<file path="src/design/dncal_pkg.sv">
// Shared types and constants for the day number to calendar parts converter.
package dncal_pkg;

	localparam int DN_W    = 22;
	localparam int YEAR_W  = 14;
	localparam int ORD_W   = 9;
	localparam int MONTH_W = 4;
	localparam int DAY_W   = 5;
	localparam int WD_W    = 3;
	localparam int WEEK_W  = 6;

	// Register stages from input to output register
	localparam int NSTG = 10;

	// Cycle lengths in days
	localparam logic [17:0] DAYS_400 = 18'd146097;
	localparam logic [15:0] DAYS_100 = 16'd36524;
	localparam logic [10:0] DAYS_4   = 11'd1461;
	localparam logic [8:0]  DAYS_1   = 9'd365;

	// Reciprocals: floor(x * RECIP >> SH) is the quotient or one below it
	localparam logic [12:0] RECIP_400 = 13'd7349;
	localparam int          SH_400    = 30;
	localparam logic [10:0] RECIP_4   = 11'd1435;
	localparam int          SH_4      = 21;
	localparam logic [8:0]  RECIP_7   = 9'd293;
	localparam int          SH_7      = 11;

	// First ordinal day of each month in a common year
	localparam logic [8:0] MONTH_START [12] = '{
		9'd0, 9'd31, 9'd59, 9'd90, 9'd120, 9'd151,
		9'd181, 9'd212, 9'd243, 9'd273, 9'd304, 9'd334
	};

	// Weekday codes used by the ISO week rule
	localparam logic [WD_W-1:0] WD_THURSDAY = 3'd3;
	localparam logic [WD_W-1:0] WD_FRIDAY   = 3'd4;

	typedef struct packed {
		logic              ok;
		logic [WD_W-1:0]   wd;
		logic [1:0]        cent;
		logic [YEAR_W-1:0] ybase;
		logic [15:0]       rem100;
	} era_t;

	typedef struct packed {
		logic              ok;
		logic [WD_W-1:0]   wd;
		logic [ORD_W-1:0]  ord;
		logic [YEAR_W-1:0] year;
		logic              leap;
		logic              leap_prev;
	} yr_t;

	typedef struct packed {
		logic               valid_res;
		logic [YEAR_W-1:0]  year;
		logic [MONTH_W-1:0] month;
		logic [DAY_W-1:0]   day_of_month;
		logic [ORD_W-1:0]   day_of_year;
		logic [WD_W-1:0]    weekday;
		logic [WEEK_W-1:0]  iso_week;
		logic [YEAR_W-1:0]  iso_week_year;
	} res_t;

endpackage

</file>
<file path="src/design/dncal_era.sv">
// Stages 1 to 4: weekday, 400-year and 100-year split of the day number.
module dncal_era (
	input  logic                             clk,
	input  logic [4:1]                       ld,
	input  logic [dncal_pkg::DN_W-1:0]       day_number,
	input  logic                             ok,
	output dncal_pkg::era_t                  era
);

	// Stage 1 signals
	logic [23:0]                  dn_ext;
	logic [34:0]                  m1;
	logic [5:0]                   oct_sum;
	logic [3:0]                   fold;
	logic [3:0]                   fold2;
	logic [dncal_pkg::WD_W-1:0]   wd_c;
	logic [dncal_pkg::DN_W-1:0]   dn_s1;
	logic [4:0]                   qa_s1;
	logic [dncal_pkg::WD_W-1:0]   wd_s1;
	logic                         ok_s1;

	// Stage 2
	logic [dncal_pkg::DN_W-1:0]   dn_s2;
	logic [22:0]                  p_s2;
	logic [4:0]                   qa_s2;
	logic [dncal_pkg::WD_W-1:0]   wd_s2;
	logic                         ok_s2;

	// Stage 3
	logic [22:0]                  diff3;
	logic                         fix3;
	logic [4:0]                   q400_s3;
	logic [17:0]                  r400_s3;
	logic [dncal_pkg::WD_W-1:0]   wd_s3;
	logic                         ok_s3;

	// Stage 4
	logic [1:0]                   cent_c;
	logic [15:0]                  rem_c;
	logic [17:0]                  csub;
	logic [dncal_pkg::YEAR_W-1:0] ybase_c;

	// Day number mod 7: eight is one mod seven, so sum the octal digits and fold
	always_comb begin
		dn_ext  = {2'b00, day_number};
		oct_sum = '0;
		for (int i = 0; i < 8; i++) begin
			oct_sum = oct_sum + 6'(dn_ext[3*i +: 3]);
		end
		fold  = 4'(oct_sum[5:3]) + 4'(oct_sum[2:0]);
		fold2 = (fold >= 4'd7) ? fold - 4'd7 : fold;
		wd_c  = (fold2 == 4'd7) ? 3'd0 : fold2[2:0];
	end

	assign m1 = 35'(day_number) * 35'(dncal_pkg::RECIP_400);

	always_ff @(posedge clk) begin
		if (ld[1]) begin
			dn_s1 <= day_number;
			qa_s1 <= m1[dncal_pkg::SH_400 +: 5];
			wd_s1 <= wd_c;
			ok_s1 <= ok;
		end
		if (ld[2]) begin
			dn_s2 <= dn_s1;
			p_s2  <= 23'(qa_s1) * 23'(dncal_pkg::DAYS_400);
			qa_s2 <= qa_s1;
			wd_s2 <= wd_s1;
			ok_s2 <= ok_s1;
		end
		if (ld[3]) begin
			q400_s3 <= qa_s2 + 5'(fix3);
			r400_s3 <= fix3 ? 18'(diff3 - 23'(dncal_pkg::DAYS_400)) : 18'(diff3);
			wd_s3   <= wd_s2;
			ok_s3   <= ok_s2;
		end
		if (ld[4]) begin
			era.ok     <= ok_s3;
			era.wd     <= wd_s3;
			era.cent   <= cent_c;
			era.ybase  <= ybase_c;
			era.rem100 <= rem_c;
		end
	end

	// Correct the reciprocal estimate by one at most
	assign diff3 = 23'(dn_s2) - p_s2;
	assign fix3  = diff3 >= 23'(dncal_pkg::DAYS_400);

	always_comb begin
		csub = '0;
		if (r400_s3 == 18'(dncal_pkg::DAYS_400 - 18'd1)) begin
			// last day of a 400-year cycle: leap day of the fourth century
			cent_c = 2'd3;
			rem_c  = dncal_pkg::DAYS_100;
		end else begin
			cent_c = 2'(r400_s3 >= 18'(dncal_pkg::DAYS_100))
				+ 2'(r400_s3 >= 18'(dncal_pkg::DAYS_100) * 18'd2)
				+ 2'(r400_s3 >= 18'(dncal_pkg::DAYS_100) * 18'd3);
			csub   = 18'(cent_c) * 18'(dncal_pkg::DAYS_100);
			rem_c  = 16'(r400_s3 - csub);
		end
		ybase_c = 14'd1 + 14'(q400_s3) * 14'd400 + 14'(cent_c) * 14'd100;
	end

endmodule

</file>
<file path="src/design/dncal_year.sv">
// Stages 5 to 8: 4-year and 1-year split, day of year, year and leap flags.
module dncal_year (
	input  logic            clk,
	input  logic [8:5]      ld,
	input  dncal_pkg::era_t era,
	output dncal_pkg::yr_t  yr
);

	logic [26:0]        m5;
	dncal_pkg::era_t    e_s5;
	logic [4:0]         qa_s5;

	dncal_pkg::era_t    e_s6;
	logic [15:0]        p_s6;
	logic [4:0]         qa_s6;

	logic [15:0]        diff7;
	logic               fix7;
	dncal_pkg::era_t    e_s7;
	logic [4:0]         q4_s7;
	logic [10:0]        r4_s7;

	logic [1:0]         c1;
	logic [10:0]        ysub;
	logic [dncal_pkg::ORD_W-1:0] ord_c;

	assign m5 = 27'(era.rem100) * 27'(dncal_pkg::RECIP_4);

	assign diff7 = e_s6.rem100 - p_s6;
	assign fix7  = diff7 >= 16'(dncal_pkg::DAYS_4);

	always_comb begin
		if (r4_s7 == dncal_pkg::DAYS_4 - 11'd1) begin
			// last day of a 4-year block is the leap day of its fourth year
			c1    = 2'd3;
			ysub  = '0;
			ord_c = dncal_pkg::DAYS_1;
		end else begin
			c1    = 2'(r4_s7 >= 11'(dncal_pkg::DAYS_1))
				+ 2'(r4_s7 >= 11'(dncal_pkg::DAYS_1) * 11'd2)
				+ 2'(r4_s7 >= 11'(dncal_pkg::DAYS_1) * 11'd3);
			ysub  = 11'(c1) * 11'(dncal_pkg::DAYS_1);
			ord_c = 9'(r4_s7 - ysub);
		end
	end

	always_ff @(posedge clk) begin
		if (ld[5]) begin
			e_s5  <= era;
			qa_s5 <= m5[dncal_pkg::SH_4 +: 5];
		end
		if (ld[6]) begin
			e_s6  <= e_s5;
			p_s6  <= 16'(qa_s5) * 16'(dncal_pkg::DAYS_4);
			qa_s6 <= qa_s5;
		end
		if (ld[7]) begin
			e_s7  <= e_s6;
			q4_s7 <= qa_s6 + 5'(fix7);
			r4_s7 <= fix7 ? 11'(diff7 - 16'(dncal_pkg::DAYS_4)) : 11'(diff7);
		end
		if (ld[8]) begin
			yr.ok   <= e_s7.ok;
			yr.wd   <= e_s7.wd;
			yr.ord  <= ord_c;
			yr.year <= e_s7.ybase + {q4_s7, 2'b00} + 14'(c1);
			// leap: fourth year of the block, not a century unless the fourth one
			yr.leap <= (c1 == 2'd3) && ((q4_s7 != 5'd24) || (e_s7.cent == 2'd3));
			// year before leap: first year of the block, not at a century start unless in the first century
			yr.leap_prev <= (c1 == 2'd0) && ((q4_s7 != 5'd0) || (e_s7.cent == 2'd0));
		end
	end

endmodule

</file>
<file path="src/design/dncal_week.sv">
// Stages 9 and 10: month and day of month, ISO week and week-numbering year.
module dncal_week (
	input  logic             clk,
	input  logic [10:9]      ld,
	input  dncal_pkg::yr_t   yr,
	output dncal_pkg::res_t  res
);

	logic [dncal_pkg::ORD_W-1:0]   r;
	logic [dncal_pkg::ORD_W-1:0]   st;
	logic [dncal_pkg::MONTH_W-1:0] mon_c;
	logic [dncal_pkg::DAY_W-1:0]   day_c;
	logic [9:0]                    thu_sum;
	logic [dncal_pkg::ORD_W-1:0]   thu_c;
	logic                          prev_c;
	logic                          next_c;

	dncal_pkg::yr_t                y_s9;
	logic [dncal_pkg::MONTH_W-1:0] mon_s9;
	logic [dncal_pkg::DAY_W-1:0]   day_s9;
	logic [dncal_pkg::ORD_W-1:0]   thu_s9;
	logic                          prev_s9;
	logic                          next_s9;
	logic [dncal_pkg::WD_W-1:0]    dec31_s9;

	logic [17:0]                   m10;
	logic [dncal_pkg::WEEK_W-1:0]  week_c;
	logic [dncal_pkg::YEAR_W-1:0]  wyear_c;

	always_comb begin
		r     = yr.ord;
		st    = '0;
		mon_c = '0;
		if (yr.ord < 9'd31) begin
			mon_c = 4'd0;
			st    = 9'd0;
		end else if (yr.ord < 9'd59 || (yr.leap && yr.ord == 9'd59)) begin
			mon_c = 4'd1;
			st    = 9'd31;
		end else begin
			// drop the leap day, then find the last month start not above
			r = yr.leap ? yr.ord - 9'd1 : yr.ord;
			for (int m = 2; m < 12; m++) begin
				if (r >= dncal_pkg::MONTH_START[m]) begin
					mon_c = 4'(m);
					st    = dncal_pkg::MONTH_START[m];
				end
			end
		end
		day_c = 5'(r - st);

		thu_sum = 10'(yr.ord) + 10'd3;
		prev_c  = thu_sum < 10'(yr.wd);
		thu_c   = 9'(thu_sum - 10'(yr.wd));
		next_c  = !prev_c && (thu_c >= 9'd365) && ((thu_c >= 9'd366) || !yr.leap);
	end

	assign m10 = 18'(thu_s9) * 18'(dncal_pkg::RECIP_7);

	always_comb begin
		if (prev_s9) begin
			wyear_c = y_s9.year - 14'd1;
			week_c  = ((dec31_s9 == dncal_pkg::WD_THURSDAY)
				|| (dec31_s9 == dncal_pkg::WD_FRIDAY && y_s9.leap_prev)) ? 6'd52 : 6'd51;
		end else if (next_s9) begin
			wyear_c = y_s9.year + 14'd1;
			week_c  = '0;
		end else begin
			wyear_c = y_s9.year;
			week_c  = m10[dncal_pkg::SH_7 +: dncal_pkg::WEEK_W];
		end
	end

	always_ff @(posedge clk) begin
		if (ld[9]) begin
			y_s9    <= yr;
			mon_s9  <= mon_c;
			day_s9  <= day_c;
			thu_s9  <= thu_c;
			prev_s9 <= prev_c;
			next_s9 <= next_c;
			// only used in early January, where day of year is the day of month
			dec31_s9 <= 3'(yr.wd - 3'(yr.ord) - 3'd1);
		end
		if (ld[10]) begin
			if (y_s9.ok) begin
				res.valid_res     <= 1'b1;
				res.year          <= y_s9.year;
				res.month         <= mon_s9;
				res.day_of_month  <= day_s9;
				res.day_of_year   <= y_s9.ord;
				res.weekday       <= y_s9.wd;
				res.iso_week      <= week_c;
				res.iso_week_year <= wyear_c;
			end else begin
				res <= '0;
			end
		end
	end

endmodule

</file>
<file path="src/design/day_number_to_calendar_parts.sv">
// Top level: handshake and valid pipeline of the day number converter.
// Converts a day number (0 is Monday, January 1 of year 1) to year, month,
// day, day of year and weekday and ISO week. Ten register stages: a word
// accepted at the input passes through every stage to the output, and one
// word can enter every cycle unless a stalled output has backed up the
// pipeline. The 400- and 4-year splits each take three stages (reciprocal
// multiply, product, correct-by-one subtract) and set the depth. A stage loads
// whenever it or any stage after it holds a bubble, so a stalled output
// backs up the pipeline one stage at a time and in_stall rises only when
// all ten stages hold words.
module day_number_to_calendar_parts #(
	parameter int unsigned MAX_DAY_NUMBER = 3652058
) (
	input  logic        clk,
	input  logic        arst_n,
	input  logic        in_valid,
	output logic        in_stall,
	input  logic [21:0] day_number,
	output logic        out_valid,
	input  logic        out_stall,
	output logic        valid_res,
	output logic [13:0] year,
	output logic [3:0]  month,
	output logic [4:0]  day_of_month,
	output logic [8:0]  day_of_year,
	output logic [2:0]  weekday,
	output logic [5:0]  iso_week,
	output logic [13:0] iso_week_year
);

	logic [dncal_pkg::NSTG:1] vld_q;
	logic [dncal_pkg::NSTG:1] ld;
	logic                     ok;
	dncal_pkg::era_t          era;
	dncal_pkg::yr_t           yr;
	dncal_pkg::res_t          res;

	// A stage may load when it is empty or the stage after it loads
	always_comb begin
		ld[dncal_pkg::NSTG] = !vld_q[dncal_pkg::NSTG] || !out_stall;
		for (int k = dncal_pkg::NSTG - 1; k >= 1; k--) begin
			ld[k] = !vld_q[k] || ld[k+1];
		end
	end

	assign in_stall = !ld[1];
	assign ok       = day_number <= dncal_pkg::DN_W'(MAX_DAY_NUMBER);

	always_ff @(posedge clk or negedge arst_n) begin
		if (!arst_n) begin
			vld_q <= '0;
		end else begin
			if (ld[1]) begin
				vld_q[1] <= in_valid;
			end
			for (int k = 2; k <= dncal_pkg::NSTG; k++) begin
				if (ld[k]) begin
					vld_q[k] <= vld_q[k-1];
				end
			end
		end
	end

	dncal_era u_era (
		.clk        (clk),
		.ld         (ld[4:1]),
		.day_number (day_number),
		.ok         (ok),
		.era        (era)
	);

	dncal_year u_year (
		.clk (clk),
		.ld  (ld[8:5]),
		.era (era),
		.yr  (yr)
	);

	dncal_week u_week (
		.clk (clk),
		.ld  (ld[10:9]),
		.yr  (yr),
		.res (res)
	);

	assign out_valid     = vld_q[dncal_pkg::NSTG];
	assign valid_res     = res.valid_res;
	assign year          = res.year;
	assign month         = res.month;
	assign day_of_month  = res.day_of_month;
	assign day_of_year   = res.day_of_year;
	assign weekday       = res.weekday;
	assign iso_week      = res.iso_week;
	assign iso_week_year = res.iso_week_year;

endmodule

</file>
<file path="config.mk">
export PLATFORM = sky130hd
export DESIGN_NAME = day_number_to_calendar_parts
export DESIGN_NICKNAME = d
export VERILOG_FILES = /design/src/design/dncal_pkg.sv /design/src/design/dncal_era.sv /design/src/design/dncal_year.sv /design/src/design/dncal_week.sv /design/src/design/day_number_to_calendar_parts.sv
export SDC_FILE = /design/constraint.sdc
export NUM_CORES = 1
export LEC_CHECK = 0
export BUFFER_PORTS_ARGS = -buffer_cell sky130_fd_sc_hd__buf_2
export CORE_MARGIN = 5
export CORE_UTILIZATION = 55
export CTS_BUF_LIST = sky130_fd_sc_hd__clkbuf_8 sky130_fd_sc_hd__clkbuf_16
export DETAILED_ROUTE_END_ITERATION = 8
export MAX_ROUTING_LAYER = met4
export PLACE_DENSITY = 0.72
export SYNTH_ARGS = -nofsm -noshare
export SYNTH_HDL_FRONTEND = slang
export SYNTH_SLANG_ARGS = --single-unit
</file>
<file path="constraint.sdc">
create_clock -name clk -period 8 [get_ports clk]
set_input_delay 1.6 -clock clk [delete_from_list [all_inputs] [get_ports clk]]
set_output_delay 1.6 -clock clk [all_outputs]
set_load 0.05 [all_outputs]
</file>
==> impl_metrics.yaml <==
timing:
  period_minus_slack_ns: 6.63
  rsz0062_at_grt: "no"
  tightest_slew_ns: 0.995
  timing.final.crit_share_pct: 82.9
  maxSlewViolCount: 0
  fin_tns_setup_ns: 0
  finalHoldViolCount: 0
  finalSetupViolCount: 0
  relSlewSlack_pct: 33.7
  finClkSkew_ns: 0.0251
  fmax_ghz: 0.151
worst_setup_path:
  critPathArrivalTime_ns: 6.94
  crit_path_end_kind: "register"
  crit_top_cell: "fa_1"
  critPathKind: "input pin to register"
  crit_buf_inv: 1
  critPathMaxFanout: 11
  critPathRequiredTime_ns: 8.31
  cpLargestDelayFamily: "adder cells"
  slowest_stage: "fa_1"
  cpPeakStageDelay_ns: 0.52
  crit_path_start_kind: "input pin"
  cp_cell_sequence: "buf_2, fa_1, fa_1, fa_1, fa_1, fa_1, ha_1, a21o_1, a21o_1, a221o_1, a21oi_1, o311ai_0, a21oi_1, o21ai_0, a21oi_1, o21bai_1, xnor2_1"
floorplanning:
  pin_count: 84
  coreArea_um2: 56300
  die_w_um: 248
  fp-row-count: 87
  die_area_um2: 61500
  die_h_um: 248
  initial_core_util_pct: 55.3
flow_run:
  cap_violations: 0
yosys:
  synth_top_area_share_pct: 38.1
  synth-async-reset-ratio_pct: 2.47
  synth_top_area_cell: "edfxtp_1"
  synth_nets: 3371
  synthDistinctLibCells: 78
  syn_avg_cell_area_um2: 11.7
  synth_edf_count: 395
  ys.flop_type: "edfxtp_1"
  postSynthCellCount: 2667
  synth.most_common_cell: "ha_1"
  synth_common_cells: "455 x ha_1, 444 x inv_1, 395 x edfxtp_1"
  synth_area_leaders: "edfxtp_1 38%, ha_1 18%, fa_1 14%, inv_1 5.4%, xnor2_1 3.3%"
  yosys_warnings: 0
  syn-cell-area_um2: 31100
  seq_area_frac_synth_pct: 38.9
  synth-seq-cells: 405
clock_network:
  h-tree-depth: 2
  cts_sinks: 405
  cts-resized-gates: 0
  cts_tree: "built"
  cts.hold.buffers_added: 0
  clock_latency_ns: 0.58
  cts_max_path_buffers: 3
  post-cts-setup-buffer-count: 0
  root_buffer: "clkbuf_16"
  cts-buffers-inserted: 42
  clk_pin_slew_ns: 0.06
placed_design:
  gp_congestion: 0.909
  dp.final_hpwl_um: 46200
  io_buffers: 83
route:
  avgRoutedWirePerCell_um: 16.4
  wl_um: 58300
  drtPass1Iterations: 5
  vias: 19457
  first_iter_violations: 1146
  via_per_inst: 5.48
  drc: 0
  ant_nets: 0
cells_and_area:
  nNetsFinal: 3471
  fillers: 4528
  layout-drive-gt1-share_pct: 6.94
  diodes: 0
  area_delta_synth_final_pct: 8.53
grt:
  antenna_found_initial: 0
  grt_max_degree: 53
  grt_pass1_vias: 20569
  overflow: 0
  grt_pass1_wl_um: 97900
  groute.usage.overall_pct: 20.0
outcome:
  status: "completed"
worst_hold_path:
  hp-class: "register to register"
## worst register-to-register path: stages (launching register included)
cell       delay [ns]
edfxtp_1         0.59
ha_1             0.38
inv_1            0.05
fa_1             0.51
inv_1            0.06
fa_1             0.52
fa_1             0.52
fa_1             0.44
ha_1             0.32
a2111oi_0        0.53
nand4_1          0.16
a31oi_1          0.21
nor3b_1          0.09
o21a_1           0.21
nor3_1           0.22
o21bai_1         0.13
xnor2_1          0.13
## cell families after synthesis
group | Yosys count | synth area share (%)
compound gates | 428 | 9.36
xor+xnor | 179 | 5.03
fa+ha+maj | 678 | 32.6
buf+inv | 480 | 5.82
flops | 405 | 38.9
mux | 6 | 0.201
simple gates | 491 | 8.06
## layout by cell type (no fill, tap or decap), types with 11 or more instances in the layout
| cell type | netlist | routed |
|---|---|---|
| a21boi_0 | 14 | 14 |
| a21o_1 | 49 | 49 |
| a21oi_1 | 86 | 86 |
| a31oi_1 | 25 | 25 |
| and2_1 | 53 | 53 |
| and3_1 | 12 | 12 |
| buf_2 | 3 | 83 |
| clkbuf_16 | 0 | 42 |
| edfxtp_1 | 395 | 395 |
| fa_1 | 223 | 223 |
| ha_1 | 455 | 455 |
| inv_1 | 444 | 453 |
| nand2_1 | 101 | 99 |
| nand2b_1 | 32 | 32 |
| nand3_1 | 41 | 40 |
| nand4_1 | 15 | 15 |
| nor2_1 | 113 | 113 |
| nor2b_1 | 17 | 17 |
| nor3_1 | 44 | 44 |
| o21a_1 | 37 | 37 |
| o21ai_0 | 80 | 80 |
| o21bai_1 | 25 | 25 |
| or2_2 | 11 | 11 |
| xnor2_1 | 119 | 119 |
| xor2_1 | 60 | 60 |
## metrics by stage
step                cell area (um2)  hold slack [ns]  setup slack, ns  cells  utilization [%]
floorplan                     31100            0.400            0.229   2667                -
detailed placement            32400            0.405            0.717   3479             57.6
finish                        33800            0.395             1.37   3553             60.0
global route                  33800            0.411             1.06   3553             60.0
CTS                           33800            0.385             1.32   3553             60.0
global placement              32400            0.400            0.724   3479             57.6
## per-layer routing
metal / GRT usage [%] / up-vias / wire, um
li1: - / 9453 / -
met1: 23.9 / 9586 / 24300
met2: 35.2 / 307 / 30200
met3: 2.64 / 111 / 1930
met4: 6.85 / 0 / 1870
met5: - / - / 0
## flip-flops by register name (all words and copies together), names as in the netlist, 8 cells and up
signal         cells
u_week.res        56
u_era.era         32
u_year.e_s5       32
u_year.e_s6       32
u_year.yr         29
u_week.y_s9       28
u_era.dn_s1       22
u_era.dn_s2       22
u_era.p_s2        19
u_era.r400_s3     18
u_year.e_s7       16
u_year.p_s6       14
u_year.r4_s7      11
vld_q             10
u_week.thu_s9      8
## cell type report
type,count,area [um2],area share [%]
Multi-Input combinational cell,1782,17200,51.0
Clock buffer,44,1080,3.19
Tap cell,756,946,2.80
Sequential cell,405,12100,35.8
Clock inverter,30,285,0.844
Inverter,444,1670,4.93
Timing Repair Buffer,92,483,1.43
## path summary, 6_finish.rpt
path | start | endpoint | slack, ns | depth (start not counted)
hold / removal | u_era.era[35]$_DFFE_PP_ | u_year.e_s5[35]$_DFFE_PP_ | 0.40 | 0
setup / recovery | day_number[9] | u_era.qa_s1[4]$_DFFE_PN_ | 1.37 | 17
max in group asynchronous | arst_n | vld_q[5]$_DFFE_PN0P_ | 6.93 | 1
min in group asynchronous | arst_n | vld_q[1]$_DFFE_PN0N_ | 0.88 | 1
hold reg to reg | u_era.era[35]$_DFFE_PP_ | u_year.e_s5[35]$_DFFE_PP_ | 0.40 | 0
setup reg to reg | u_era.era[9]$_SDFFCE_PN1P_ | u_year.qa_s5[4]$_DFFE_PP_ | 2.69 | 16
Power is not shown: default switching activity piles up to over one toggle a cycle in this logic, so the estimate is an artifact.
